===== config.mk =====
export PLATFORM = sky130hd
export DESIGN_NAME = vector_distance_l1_l2_unit
export DESIGN_NICKNAME = d
export VERILOG_FILES = /design/src/hdl/vdist_pkg.sv /design/src/hdl/vdist_term.sv /design/src/hdl/vdist_sqrt.sv /design/src/hdl/vector_distance_l1_l2_unit.sv
export SDC_FILE = /design/constraint.sdc
export NUM_CORES = 1
export LEC_CHECK = 0
export BUFFER_PORTS_ARGS = -buffer_cell sky130_fd_sc_hd__buf_2
export CAP_MARGIN = 20
export CELL_PAD_IN_SITES_DETAIL_PLACEMENT = 0
export CELL_PAD_IN_SITES_GLOBAL_PLACEMENT = 1
export CORE_ASPECT_RATIO = 0.7
export CORE_MARGIN = 1.5
export CORE_UTILIZATION = 50
export CTS_CLUSTER_DIAMETER = 30
export DETAILED_ROUTE_END_ITERATION = 10
export PLACE_DENSITY = 0.78
export SLEW_MARGIN = 20
export SYNTH_ARGS = -nofsm -noshare
export SYNTH_HDL_FRONTEND = slang
export SYNTH_SLANG_ARGS = --single-unit
export TNS_END_PERCENT = 30

===== constraint.sdc =====
create_clock -name clock -period 15.77 [get_ports clock]
set_input_delay 3.154 -clock clock [delete_from_list [all_inputs] [get_ports clock]]
set_output_delay 3.154 -clock clock [all_outputs]
set_load 0.01 [all_outputs]

===== src/hdl/vdist_pkg.sv =====
`default_nettype none
// ----------------------------------------------------------------------------
// vdist_pkg - shared types and constants of the vector distance unit
// Widths of the element, accumulator and result paths, sequencer states and
// the control group from the sequencer to the difference and square stage.
// ----------------------------------------------------------------------------
package vdist_pkg;

   localparam int ELEM_WIDTH = 16;
   localparam int ACC_WIDTH  = 46;
   localparam int DIST_WIDTH = 28;

   localparam int DIFF_WIDTH = ELEM_WIDTH + 1;
   localparam int MAG_WIDTH  = DIFF_WIDTH;
   localparam int TERM_WIDTH = 2 * MAG_WIDTH;
   localparam int SUM_WIDTH  = ((ACC_WIDTH > TERM_WIDTH) ? ACC_WIDTH : TERM_WIDTH) + 1;
   localparam int ROOT_WIDTH = (ACC_WIDTH + 1) / 2;
   localparam int XPAD_WIDTH = 2 * ROOT_WIDTH;
   localparam int REM_WIDTH  = ROOT_WIDTH + 2;
   localparam int CNT_WIDTH  = $clog2(ROOT_WIDTH + 1);
   localparam int WIDE_WIDTH = ((ACC_WIDTH > DIST_WIDTH) ? ACC_WIDTH : DIST_WIDTH) + 1;

   localparam logic MODE_L1 = 1'b0;
   localparam logic MODE_L2 = 1'b1;

   typedef enum logic [2:0] {
      ST_IDLE,
      ST_MAG,
      ST_SQR,
      ST_ACC,
      ST_ROOT_GO,
      ST_ROOT_WAIT,
      ST_FIN,
      ST_RESP
   } vdist_state_type;

   typedef struct packed {
      logic load;
      logic mag_en;
      logic sq_en;
      logic mode;
   } term_ctrl_type;

endpackage
`default_nettype wire


===== src/hdl/vdist_term.sv =====
`default_nettype none
// ----------------------------------------------------------------------------
// vdist_term - difference, magnitude and square of one element pair
// Holds the pair, forms |a - b| in one step and the term (magnitude or its
// square) in the next, each step registered.
// ----------------------------------------------------------------------------
module vdist_term
   import vdist_pkg::*;
(
   input  wire logic                         clock,
   input  wire term_ctrl_type                ctrl,
   input  wire logic signed [ELEM_WIDTH-1:0] elem_a,
   input  wire logic signed [ELEM_WIDTH-1:0] elem_b,
   output logic             [TERM_WIDTH-1:0] term
);

   logic signed [ELEM_WIDTH-1:0] a_ff, b_ff;
   logic        [MAG_WIDTH-1:0]  mag_ff, mag_in;
   logic        [TERM_WIDTH-1:0] term_ff, term_in;
   logic signed [DIFF_WIDTH-1:0] diff;

   always_comb begin
      diff   = DIFF_WIDTH'(a_ff) - DIFF_WIDTH'(b_ff);
      mag_in = diff[DIFF_WIDTH-1] ? MAG_WIDTH'(-diff) : MAG_WIDTH'(diff);
      if (ctrl.mode == MODE_L2) begin
         term_in = TERM_WIDTH'(mag_ff) * TERM_WIDTH'(mag_ff);
      end else begin
         term_in = TERM_WIDTH'(mag_ff);
      end
   end

   always_ff @(posedge clock) begin
      if (ctrl.load) begin
         a_ff <= elem_a;
         b_ff <= elem_b;
      end
      if (ctrl.mag_en) begin
         mag_ff <= mag_in;
      end
      if (ctrl.sq_en) begin
         term_ff <= term_in;
      end
   end

   assign term = term_ff;

endmodule
`default_nettype wire


===== src/hdl/vdist_sqrt.sv =====
`default_nettype none
// ----------------------------------------------------------------------------
// vdist_sqrt - iterative integer square root
// Digit-by-digit method: one compare and subtract per cycle, one root bit per
// cycle, floor of the square root once busy falls.
// ----------------------------------------------------------------------------
module vdist_sqrt
   import vdist_pkg::*;
(
   input  wire logic                  clock,
   input  wire logic                  reset,
   input  wire logic                  start,
   input  wire logic [ACC_WIDTH-1:0]  radicand,
   output logic                       busy,
   output logic      [ROOT_WIDTH-1:0] root
);

   logic                  busy_ff, busy_in;
   logic [CNT_WIDTH-1:0]  cnt_ff, cnt_in;
   logic [XPAD_WIDTH-1:0] x_ff, x_in;
   logic [REM_WIDTH-1:0]  rem_ff, rem_in;
   logic [ROOT_WIDTH-1:0] root_ff, root_in;
   logic [REM_WIDTH-1:0]  rem_shift, trial;

   always_comb begin
      rem_shift = {rem_ff[REM_WIDTH-3:0], x_ff[XPAD_WIDTH-1 -: 2]};
      trial     = {root_ff, 2'b01};
      busy_in   = busy_ff;
      cnt_in    = cnt_ff;
      x_in      = x_ff;
      rem_in    = rem_ff;
      root_in   = root_ff;
      if (start) begin
         busy_in = 1'b1;
         cnt_in  = CNT_WIDTH'(ROOT_WIDTH);
         x_in    = XPAD_WIDTH'(radicand);
         rem_in  = '0;
         root_in = '0;
      end else if (busy_ff) begin
         x_in   = x_ff << 2;
         cnt_in = cnt_ff - 1'b1;
         if (cnt_ff == CNT_WIDTH'(1)) begin
            busy_in = 1'b0;
         end
         if (rem_shift >= trial) begin
            rem_in  = rem_shift - trial;
            root_in = {root_ff[ROOT_WIDTH-2:0], 1'b1};
         end else begin
            rem_in  = rem_shift;
            root_in = {root_ff[ROOT_WIDTH-2:0], 1'b0};
         end
      end
   end

   always_ff @(posedge clock) begin
      if (reset) begin
         busy_ff <= 1'b0;
         cnt_ff  <= '0;
      end else begin
         busy_ff <= busy_in;
         cnt_ff  <= cnt_in;
      end
      x_ff    <= x_in;
      rem_ff  <= rem_in;
      root_ff <= root_in;
   end

   assign busy = busy_ff;
   assign root = root_ff;

endmodule
`default_nettype wire


===== src/hdl/vector_distance_l1_l2_unit.sv =====
`default_nettype none
// ----------------------------------------------------------------------------
// vector_distance_l1_l2_unit - L1 / L2 distance of two Q8.8 vectors
// Accumulates |a - b| or (a - b)^2 per element pair with saturation and, on
// the last pair, returns the sum (L1) or its integer square root (L2).
// ----------------------------------------------------------------------------
// One element pair is handled at a time: an item without the last mark passes
// hold, magnitude, term and accumulate before the next item is taken. A last
// item in L1 mode then passes a state that loads the result before it is
// offered. In L2 mode the root unit runs one bit per cycle, and the result is
// loaded once the root unit is done and is then offered. No new item is taken
// while a result waits on rsp_stall.
// ----------------------------------------------------------------------------
module vector_distance_l1_l2_unit
   import vdist_pkg::*;
(
   input  wire logic                         clock,
   input  wire logic                         reset,
   input  wire logic                         csr_wr_en,
   input  wire logic                         csr_wr_data,
   input  wire logic                         req_valid,
   output logic                              req_stall,
   input  wire logic signed [ELEM_WIDTH-1:0] req_elem_a,
   input  wire logic signed [ELEM_WIDTH-1:0] req_elem_b,
   input  wire logic                         req_last_elem,
   output logic                              rsp_valid,
   input  wire logic                         rsp_stall,
   output logic             [DIST_WIDTH-1:0] rsp_distance,
   output logic                              rsp_overflow
);

   vdist_state_type       state_ff, state_in;
   logic                  mode_ff, mode_in;
   logic                  item_mode_ff, item_mode_in;
   logic                  last_ff, last_in;
   logic [ACC_WIDTH-1:0]  sum_ff, sum_in;
   logic                  sat_ff, sat_in;
   logic [DIST_WIDTH-1:0] dist_ff, dist_in;
   logic                  ovf_ff, ovf_in;

   term_ctrl_type         term_ctrl;
   logic [TERM_WIDTH-1:0] term;
   logic                  root_start;
   logic                  root_busy;
   logic [ROOT_WIDTH-1:0] root;
   logic [SUM_WIDTH-1:0]  total;
   logic [WIDE_WIDTH-1:0] wide;
   logic                  clamp;

   vdist_term u_term (
      .clock  (clock),
      .ctrl   (term_ctrl),
      .elem_a (req_elem_a),
      .elem_b (req_elem_b),
      .term   (term)
   );

   vdist_sqrt u_sqrt (
      .clock    (clock),
      .reset    (reset),
      .start    (root_start),
      .radicand (sum_ff),
      .busy     (root_busy),
      .root     (root)
   );

   always_comb begin
      total = SUM_WIDTH'(sum_ff) + SUM_WIDTH'(term);
      wide  = (item_mode_ff == MODE_L2) ? WIDE_WIDTH'(root) : WIDE_WIDTH'(sum_ff);
      clamp = (wide[WIDE_WIDTH-1:DIST_WIDTH] != '0);
   end

   always_comb begin
      state_in       = state_ff;
      mode_in        = csr_wr_en ? csr_wr_data : mode_ff;
      item_mode_in   = item_mode_ff;
      last_in        = last_ff;
      sum_in         = sum_ff;
      sat_in         = sat_ff;
      dist_in        = dist_ff;
      ovf_in         = ovf_ff;
      term_ctrl      = '0;
      term_ctrl.mode = item_mode_ff;
      root_start     = 1'b0;
      req_stall      = 1'b1;
      rsp_valid      = 1'b0;
      unique case (state_ff)
         ST_IDLE: begin
            req_stall = 1'b0;
            if (req_valid) begin
               term_ctrl.load = 1'b1;
               item_mode_in   = mode_ff;
               last_in        = req_last_elem;
               state_in       = ST_MAG;
            end
         end
         ST_MAG: begin
            term_ctrl.mag_en = 1'b1;
            state_in         = ST_SQR;
         end
         ST_SQR: begin
            term_ctrl.sq_en = 1'b1;
            state_in        = ST_ACC;
         end
         ST_ACC: begin
            if (total[SUM_WIDTH-1:ACC_WIDTH] != '0) begin
               sum_in = '1;
               sat_in = 1'b1;
            end else begin
               sum_in = total[ACC_WIDTH-1:0];
            end
            if (!last_ff) begin
               state_in = ST_IDLE;
            end else if (item_mode_ff == MODE_L2) begin
               state_in = ST_ROOT_GO;
            end else begin
               state_in = ST_FIN;
            end
         end
         ST_ROOT_GO: begin
            root_start = 1'b1;
            state_in   = ST_ROOT_WAIT;
         end
         ST_ROOT_WAIT: begin
            if (!root_busy) begin
               state_in = ST_FIN;
            end
         end
         ST_FIN: begin
            dist_in  = clamp ? '1 : wide[DIST_WIDTH-1:0];
            ovf_in   = sat_ff | clamp;
            sum_in   = '0;
            sat_in   = 1'b0;
            state_in = ST_RESP;
         end
         ST_RESP: begin
            rsp_valid = 1'b1;
            if (!rsp_stall) begin
               state_in = ST_IDLE;
            end
         end
         default: begin
            state_in = ST_IDLE;
         end
      endcase
   end

   always_ff @(posedge clock) begin
      if (reset) begin
         state_ff <= ST_IDLE;
         mode_ff  <= MODE_L2;
         sum_ff   <= '0;
         sat_ff   <= 1'b0;
      end else begin
         state_ff <= state_in;
         mode_ff  <= mode_in;
         sum_ff   <= sum_in;
         sat_ff   <= sat_in;
      end
      item_mode_ff <= item_mode_in;
      last_ff      <= last_in;
      dist_ff      <= dist_in;
      ovf_ff       <= ovf_in;
   end

   assign rsp_distance = dist_ff;
   assign rsp_overflow = ovf_ff;

`ifndef ASSERT_OFF
   a_no_take_while_resp: assert property (@(posedge clock) disable iff (reset)
      !(rsp_valid && !req_stall))
      else $error("input taken while a result is pending");

   a_root_busy_in_wait: assert property (@(posedge clock) disable iff (reset)
      root_busy |-> (state_ff == ST_ROOT_WAIT))
      else $error("root unit busy outside its wait state");

   a_sum_cleared: assert property (@(posedge clock) disable iff (reset)
      (state_ff == ST_FIN) |=> (sum_ff == '0) && !sat_ff)
      else $error("sum not cleared after the last item");

   a_accept_starts: assert property (@(posedge clock) disable iff (reset)
      (req_valid && !req_stall) |=> (state_ff == ST_MAG))
      else $error("accepted item not processed");
`endif

endmodule
`default_nettype wire

* After elaboration in Yosys (flattened, before gate mapping) *
Index checks and enable logic that the tools add are counted.

word-level totals
  output and inout bits = 31
  flip-flop bits (word level) = 263

operators by class
  bitwise logic cells = 1
  $mul = 1
  muxes and demuxes = 29
  equal/unequal tests = 12
  $lt $le $gt $ge = 1
  add/subtract/negate cells = 5
  reduce and logical (&&, ||, !) cells = 8

operators by type and width
  kind                                                                   count
  46-bit two-way mux                                                     4
  46-bit one-hot mux with 2 select lines                                 1
  46-bit by 34-bit adder with 47-bit output                              1
  17-bit by 17-bit multiplier with 34-bit output                         1
  25-bit greater-or-equal comparator                                     1
  3-bit one-hot mux with 8 select lines                                  1
  23-bit two-way mux                                                     1
  23-bit subtractor                                                      1
  19-bit nonzero test                                                    1
  17-bit two-way mux                                                     1
  17-bit negator                                                         1
  16-bit by 16-bit subtractor with 17-bit output                         1
  16-bit two-way mux                                                     1
  3-bit equality test, second input constant                             4
  1-bit two-way mux                                                      12
  3-bit two-way mux                                                      4
  5-bit two-way mux                                                      2
  2-bit != test, second input constant                                   4
  3-bit by 2-bit equality test with 1-bit output, second input constant  2
  5-bit by 1-bit equality test with 1-bit output, second input constant  1
  5-bit by 1-bit subtractor with 5-bit output, second input constant     1
  2-bit AND reduction                                                    2
  2-bit nonzero test                                                     2
  3-bit by 1-bit equality test with 1-bit output, second input constant  1
  other kinds (6)                                                        6

* Longest topological paths before layout *
Gate-level depths: netlist of run 1.

  word-level depth = 4
  depth in mapped cells = 26
  gate-level depth less buffers = 24

* Hierarchy *
Synthesis of run 1 repeated with hierarchy kept, for this count alone.

second synthesis, totals
  cell total of the unflattened synthesis = 2384
  area total of the unflattened synthesis = 22834.4 µm²

by module, submodules not included
  module                      cells an instance  instances  seq. area each (µm²)  area an instance (µm²)
  vdist_term                  1224               1          2492.4                12126.6
  vector_distance_l1_l2_unit  665                1          1951.9                5471.5
  vdist_sqrt                  495                1          2422.3                5236.3

* Least setup slack after synthesis of run 1 *
OpenSTA, ideal clock, no wires.

  path kind = register to register
  start point = register u_term.mag_ff[5]
  end point = register u_term.term_ff[33], in the netlist u_term.term[33] (data pin)
  cell stages (with the launch flop) = 25
  data required time = 15.504 ns
  arrival = 6.169 ns
  path slack = 9.335 ns
  library setup time = 0.266 ns
  path through = edfxtp_1 clkbuf_1 clkbuf_1 nand2_1 fa_1 inv_1 fa_1 inv_1 fa_1 inv_1 fa_1 fa_1 inv_1 fa_1 inv_1 ha_1 a21o_1 a21o_1 a21oi_1 o31ai_1 a21o_1 o31a_1 a221oi_1 xnor2_1 nor2_1

on the way
  word-level cells in the longest chain between the ends = 1

ends and longest elaborated chain
  what                                            line              text
  start, declared                                 vdist_term.sv:18  logic [MAG_WIDTH-1:0] mag_ff, mag_in;
  start signal, assigned                          vdist_term.sv:38  mag_ff <= mag_in;
  17-bit by 17-bit multiplier with 34-bit output  vdist_term.sv:26  term_in = TERM_WIDTH'(mag_ff) * TERM_WIDTH'(mag_ff);
  end signal, assigned                            vdist_term.sv:41  term_ff <= term_in;
  end, declared                                   vdist_term.sv:19  logic [TERM_WIDTH-1:0] term_ff, term_in;

Every way passes these cells.
A chain may end at the register's enable or synchronous reset.

* Final worst setup path of run 1 *
  start point = register u_term.mag_ff[9]
  end point = register u_term.term_ff[33], in the netlist u_term.term[33] (data pin)

Same word-level chain as after synthesis.

==> metrics.txt, run 1 <==
status=finished clean; final slew viol count=0; slew margin rel.=0.3241; worst min-delay path category=flip-flop to flip-flop; crit path max fanout=18; Clock Sinks=263; Clock Path Buffers=3; initial antenna violation count=1; area leader, netlist=edfxtp_1; Area Overhead vs Synth=12.37%; Layout Nets=2856; Top FF cell, synth=edfxtp_1; total negative slack=0 ps; post-CTS sizing=0; 1st-pass router iterations=6; Final Hold Vio Count=0; via count=16970; TritonCTS buffer count=57; synthesized area=0.02244 mm2; Syn Nets=2810; DRC=0; first-pass GRT wire length=91.58 mm; Slew @ Worst Pin=1011 ps; iteration-0 DRC count of the detailed router=1435; root buffer cell=clkbuf_16; Die W=256.2 um; clock latency on the worst-skew pair=620 ps; clk slew on worst S/H paths=50 ps; # setup viols final=0; CP Capture Type=flip-flop; CTS HTree Levels=2; fin area=0.02521 mm2; final antenna diode count=0; Vias/cell=5.510; placer congestion estimate=0.8967; largest cells by area after synthesis=edfxtp_1 21%, fa_1 17%, ha_1 10%; critical path class=flip-flop to flip-flop; YS warnings=0; Initial Util=0.5103; die area=0.04617 mm2; Tmin final=7246 ps; Post-synth ARST share=0; Synth Area per Inst=9.383 um2; share of the synthesized area in the top cell type=0.2142; filler cell count=3897; fmax=0.1380 GHz; Critical Path, Cell by Cell=nand2_1 > fa_1 > inv_1 > fa_1 > inv_1 > fa_1 > inv_1 > ha_1 > fa_1 > inv_1 > fa_1 > inv_1 > ha_1 > o21a_1 > o21a_1 > nor2b_1 > a311oi_1 > o31ai_1 > a21o_1 > o31a_1 > a221oi_1 > xnor2_1 > nor2_1; DR WL/cell=18.13 um; nature of the critical path startpoint=flip-flop; Max-cap violations=0; CP required=16090 ps; Core Rows=64; period utilization=0.4595; Cell variety after synth=78; height of the die=180.2 um; GRT Total Usage=0.2482; postcts setup bufs=0; hpwl dp=42.33 mm; GRT overflow=0; placed instance area=0.02322 mm2; fraction of layout cells with a size suffix above 1=0.08930; Cells after Synth=2391; Port Buffer Count=69; core area=0.04396 mm2; CTS tree=built; I/O pin count=70; EDFF count, synth=160; slowest CP cell=edfxtp_1; critical path arrival=7560 ps; sequential fraction of the synthesis area=0.3061; flops & latches, synth=263; largest net degree at the start of global routing=75; top-count cell post-synth=inv_1; vias in the first global route=17230; Crit path largest cell delay=890 ps; clk_skew=47.62 ps; post-route ant nets=0; CTS hold repair buffers=0; DRT Wirelength=55.83 mm; top cells by count, synth=349 x inv_1, 291 x nand2_1, 194 x fa_1; RSZ-0062 raised after global routing=false
## final cells by class
| type | count | area, um2 | share of cell area |
|---|---|---|---|
| clock buffers | 64 | 1473 | 0.05841 |
| clock inverters | 44 | 515.5 | 0.02045 |
| inverters | 349 | 1310 | 0.05196 |
| multi-input cells | 1683 | 13850 | 0.5494 |
| flip-flops and latches | 263 | 6868 | 0.2724 |
| well taps | 594 | 743.2 | 0.02948 |
| repair buffers | 83 | 450.4 | 0.01787 |
## registers in the layout, summed over array words and instances, names as in the netlist
name and count:
sum_ff 46, u_sqrt.x_ff 46, u_term.term 34, rsp_distance 28, u_sqrt.rem_ff 23, u_sqrt.root 23, u_term.mag_ff 17, u_term.a_ff 16
u_term.b_ff 16, u_sqrt.cnt_ff 5, state_ff 3, item_mode_ff 1, last_ff 1, mode_ff 1, rsp_overflow 1, sat_ff 1
u_sqrt.busy 1
## path summary, 6_finish.rpt
path / start / end / slack, ps / cells past startpoint
setup / recovery: u_term.mag_ff[9] / u_term.term[33] / 8520 / 23
hold / removal: mode_ff / item_mode_ff / 420 / 0
setup reg to reg: u_term.mag_ff[9] / u_term.term[33] / 8520 / 23
hold reg to reg: mode_ff / item_mode_ff / 420 / 0
## stage by stage
stage | cells | utilization | setup slack [ps] | hold slack [ps]
detailed placement | 2972 | 0.5282 | 8556 | 417.8
floorplan | 2391 | - | 9335 | 400.5
global placement | 2972 | 0.5282 | 8614 | 411.9
CTS | 3080 | 0.5735 | 8553 | 429.9
finish | 3080 | 0.5735 | 8524 | 424.9
global route | 3080 | 0.5735 | 8112 | 443.2
## metal layers
layer	track usage	vias up	part of all wire
li1	-	8135	-
met3	0.04599	73	0.060
met4	0.07172	2	0.023
met2	0.3758	451	0.43
met1	0.3621	8309	0.49
met5	0	-	0.00023
## cells by family (layout without fill, tap and decap cells)
group                    after synthesis  count (layout)  share of synthesized area
buffers and inverters                445             540                    0.07785
adder cells (fa/ha/maj)              380             380                     0.2768
AND/OR/NAND/NOR                      671             671                     0.1389
XOR/XNOR                             118             118                    0.04607
flip-flops                           263             263                     0.3061
AO/OA/AOI/OAI                        454             454                     0.1268
multiplexers                          60              60                    0.02744
## cell usage in the layout, fill, tap and decap left out, types with 7 or more instances in the layout
master	netlist	layout
a211o_1	8	7
a211oi_1	12	12
a21o_1	47	47
a21oi_1	170	170
a22oi_1	28	28
a31oi_1	21	21
and2_1	66	66
and3_1	15	15
buf_2	1	69
buf_4	2	14
clkbuf_16	0	57
clkinv_1	0	7
clkinv_4	0	13
dfxtp_1	103	102
edfxtp_1	160	160
fa_1	194	194
ha_1	186	186
inv_1	349	348
mux2_2	12	12
mux2i_1	48	48
nand2_1	291	291
nand2b_1	9	9
nand3_1	22	22
nand4_1	26	26
nor2_1	134	131
nor2b_1	18	18
nor3_1	42	42
o211ai_1	9	9
o21a_1	17	17
o21ai_0	76	76
o21bai_1	13	13
or3_1	12	12
xnor2_1	76	76
xor2_1	42	42
## critical path: cells and delay by family (launching register included)
family	cells	cell delay [ps]
compound gates	7	2090
buf+inv	5	240
simple gates	3	390
flops	1	890
fa+ha+maj	7	3220
xor+xnor	1	160
Power of run 1 is not shown: default switching activity piles up to over one toggle a cycle in this logic, so the estimate is an artifact.
==> run 2, diff against run 1 <==
==> constraint.sdc (replaced) <==
create_clock -name clock -period 6.7 [get_ports clock]
set_input_delay 1.34 -clock clock [delete_from_list [all_inputs] [get_ports clock]]
set_output_delay 1.34 -clock clock [all_outputs]
set_load 0.01 [all_outputs]
==> run 2 against run 1 <==
  * Clock skew down 8.8 ps
  * Die area did not move
  * Via count about the same
  * Highest routed layer is now met4
  * Critical path depth is 1 lower
==> metrics.txt, run 2 (synthesis results as in run 1) <==
status=finished clean; period utilization=0.9564; filler cell count=3904; Final Hold Vio Count=0; fraction of layout cells with a size suffix above 1=0.1107; DRC=0; critical path arrival=6710 ps; Max-cap violations=0; Initial Util=0.5103; CP required=7000 ps; die area=0.04617 mm2; most frequent cells in the layout=348 x inv_1, 290 x nand2_1, 193 x fa_1; I/O pin count=70; clk slew on worst S/H paths=50 ps; placed cell count=3003; initial antenna violation count=0; vias in the first global route=17320; CP Capture Type=flip-flop; Port Buffer Count=69; post-route ant nets=0; iteration-0 DRC count of the detailed router=1146; height of the die=180.2 um; # setup viols final=0; slew margin rel.=0.3206; Layout Nets=2903; crit path max fanout=6; total negative slack=0 ps; fmax=0.1561 GHz; final slew viol count=0; footprint of the multi-input gates=0.01390 mm2; Area Overhead vs Synth=14.21%; Slew @ Worst Pin=1019 ps; hpwl dp=41.80 mm; Tmin final=6408 ps; GRT Total Usage=0.2417; placer congestion estimate=0.9008; reg2reg path depth=22; first-pass GRT wire length=90.23 mm; core area=0.04396 mm2; post-route insts no fill=3123; Vias/cell=5.432; 1st-pass router iterations=5; GRT overflow=0; clk_skew=38.79 ps; Hold Crit Depth=0; DR WL/cell=17.52 um; root buffer cell=clkbuf_16; Core Rows=64; commonest non-fill, non-tap cell in the layout=inv_1; nature of the critical path startpoint=flip-flop; Clock Sinks=263; clock latency on the worst-skew pair=600 ps; register area=0.006868 mm2; final antenna diode count=0; TritonCTS buffer count=54; critical path class=flip-flop to flip-flop; Die W=256.2 um; Clock Path Buffers=3; via count=16970; worst min-delay path category=flip-flop to flip-flop; CTS HTree Levels=2; DRT Wirelength=54.73 mm; CTS tree=built; largest net degree at the start of global routing=75
run 2: changes by cell type in the layout (fill, tap and decap cells not counted), moves of 3 or more:
cell / change
clkbuf_16: +4
buf_6: +4
inv_6: +4
clkinv_1: -4
clkinv_4: -6
buf_4: +46
clkinvlp_4: -3
run 2: area by class of cell:
type                            instances  share of cell area
Timing Repair Buffer                  133             0.03281
Sequential cell                       263              0.2680
Multi-Input combinational cell       1683              0.5425
Clock buffer                           66             0.06070
Clock inverter                         35             0.01587
Tap cell                              594             0.02901
Inverter                              349             0.05113
run 2: what timing repair did:
item                                    CTS  global route
hold buffers                              0             0
buffers inserted                          0            19
hold endpoints to repair                  0             0
resized for setup                         0            15
endpoints found under the setup margin    0             9
run 2: path summary, 6_finish.rpt:
path / start / endpoint / slack (ps)
max: u_term.mag_ff[10] / u_term.term[33] / 290
min: mode_ff / item_mode_ff / 430
max reg2reg: u_term.mag_ff[10] / u_term.term[33] / 290
min reg2reg: mode_ff / item_mode_ff / 430
run 2: layer usage:
metal | up-vias | share of wire | global-route usage
li1 | 8234 | - | -
met1 | 8233 | 0.50 | 0.3563
met2 | 415 | 0.43 | 0.3634
met3 | 83 | 0.053 | 0.04149
met4 | 0 | 0.022 | 0.07219
met5 | - | 0 | 0
run 2: worst max-delay path, cell delays in order, from the launching register on:
cell,delay [ps]
edfxtp_1,510
and2_4,230
fa_1,480
inv_1,50
fa_1,510
fa_1,520
inv_1,50
fa_1,460
fa_1,540
inv_1,50
fa_1,530
inv_1,40
ha_1,290
a21o_1,190
a21o_1,190
a21o_1,180
a21oi_2,210
o31ai_4,140
a21o_1,200
o31a_1,280
a221oi_2,280
xnor2_1,150
nor2_1,60
run 2: metrics by stage:
stage	hold slack (ps)	cell area, um2	setup WS [ps]	utilization
2_1_floorplan	400.5	22440	265.3	-
3_3_place_gp	421.0	23460	224.6	0.5335
3_5_place_dp	424.8	23460	137.8	0.5335
4_1_cts	437.6	25420	139.8	0.5782
5_1_grt	453.4	25620	-3.619	0.5828
6_report	427.6	25620	291.9	0.5828
Power of run 2 is left out for the same reason.
==> run 3, diff against run 2 <==
--- a/config.mk
+++ b/config.mk
@@ -9,7 +9,6 @@
 export CAP_MARGIN = 20
 export CELL_PAD_IN_SITES_DETAIL_PLACEMENT = 0
 export CELL_PAD_IN_SITES_GLOBAL_PLACEMENT = 1
-export CORE_ASPECT_RATIO = 0.7
 export CORE_MARGIN = 1.5
 export CORE_UTILIZATION = 50
 export CTS_CLUSTER_DIAMETER = 30
==> run 3 against run 2 <==
  * First-iteration DRC count is 16% lower
  * Via count down 0.29%
  * Die area is essentially flat
  * Clock skew rose by 11 ps
  * Sequential share of layout area decreased by 0.058 points
  * Critical path depth increased by 2
  * Global-route usage down 0.36 points
==> metrics.txt, run 3 (synthesis results as in run 1) <==
CTS HTree Levels=2; Max-cap violations=0; die area=0.04615 mm2; Initial Util=0.5073; Die W=214.8 um; Tmin final=6446 ps; via count=16920; Slew @ Worst Pin=1038 ps; vias in the first global route=17350; DRC=0; fmax=0.1551 GHz; Clock Path Buffers=3; hpwl dp=40.74 mm; post-route ant nets=0; GRT Total Usage=0.2381; Hold Crit Depth=0; height of the die=214.8 um; FF-to-FF End=u_term.term[33]; reg2reg path depth=24; final slew viol count=0; core area=0.04422 mm2; Area Overhead vs Synth=14.46%; Setup WS post-layout=254.2 ps; # setup viols final=0; Clock Sinks=263; root buffer cell=clkbuf_16; worst min-delay path category=flip-flop to flip-flop; setup slack after placement=67.02 ps; slew margin rel.=0.3065; R2R Setup Slk=250 ps; register area=0.006868 mm2; Vias/cell=5.427; iteration-0 DRC count of the detailed router=960; first-pass GRT wire length=89.04 mm; worst hold start=mode_ff; TritonCTS buffer count=61; footprint of the multi-input gates=0.01389 mm2; Final Hold Vio Count=0; status=finished clean; 1st-pass router iterations=6; period utilization=0.9621; most frequent cells in the layout=348 x inv_1, 291 x nand2_1, 194 x fa_1; fraction of layout cells with a size suffix above 1=0.1057; I/O pin count=70; Layout Nets=2891; Port Buffer Count=69; clk_skew=49.66 ps; DRT Wirelength=54.01 mm; crit path max fanout=10; Core Rows=77; clock latency on the worst-skew pair=620 ps; worst r2r src=u_term.mag_ff[3]; CTS tree=built; critical path arrival=6760 ps; final antenna diode count=0; critical path class=flip-flop to flip-flop; initial antenna violation count=0; placer congestion estimate=0.8678; CP required=7010 ps; Hold EP=item_mode_ff; commonest non-fill, non-tap cell in the layout=inv_1; CP Capture Type=flip-flop; largest net degree at the start of global routing=74; clk slew on worst S/H paths=50 ps; final core area utilization=0.5807; DR WL/cell=17.33 um; filler cell count=3823; nature of the critical path startpoint=flip-flop; GRT overflow=0
## run 3: through the flow
step                TNS, ps  hold WS [ps]  area [um2]  std cells
floorplan                 0         400.5       22440       2391
CTS                       0         448.0       25580       3110
global route         -63.22         451.2       25680       3117
finish                    0         439.4       25680       3117
detailed placement        0         437.6       23400       2994
global placement          0         404.9       23400       2994
## run 3: critical path, stage by stage (launching register included)
cell	delay, ps
edfxtp_1	480
buf_6	200
and2_1	200
fa_1	430
fa_1	520
inv_1	50
fa_1	500
inv_1	40
ha_1	310
fa_1	530
inv_1	50
fa_1	530
inv_1	40
ha_1	310
o21a_1	140
o21a_1	190
nor2b_1	140
a311oi_2	250
buf_4	170
o31ai_2	110
a21o_1	200
o31a_1	290
a221oi_2	260
xnor2_1	150
nor2_1	50
## run 3: what timing repair did
| action | 4_1_cts | 5_1_grt |
|---|---|---|
| resized for setup | 0 | 10 |
| hold buffers | 0 | 0 |
| setup endpoints to repair | 0 | 11 |
| buffers inserted | 0 | 7 |
## run 3: layer usage
layer  track usage  wire [um]  vias to the layer above
li1              -          -                     8204
met1        0.3104      24020                     8277
met2        0.4135      26620                      360
met3       0.03340       2298                       74
met4       0.06549       1073                        0
met5             0          0                        -
## run 3: cell type report
type,count,share of cell area
multi-input combinational,1683,0.5410
sequential,263,0.2675
clock buffer,72,0.06183
inverter,349,0.05102
tap,592,0.02885
timing repair buffer,114,0.02690
clock inverter,44,0.02295
## run 3: worst max path at each step
stage	slack, ps	cells past startpoint	start	to
after global routing	-30	22	u_term.mag_ff[7]	u_term.term[33]
after global placement	160	25	u_term.mag_ff[7]	u_term.term[33]
after detailed placement	70	25	u_term.mag_ff[7]	u_term.term[33]
after CTS	20	25	u_term.mag_ff[7]	u_term.term[33]
after floorplan	270	24	u_term.mag_ff[5]	u_term.term[33]
final	250	24	u_term.mag_ff[3]	u_term.term[33]
Power of run 3 is left out for the same reason.
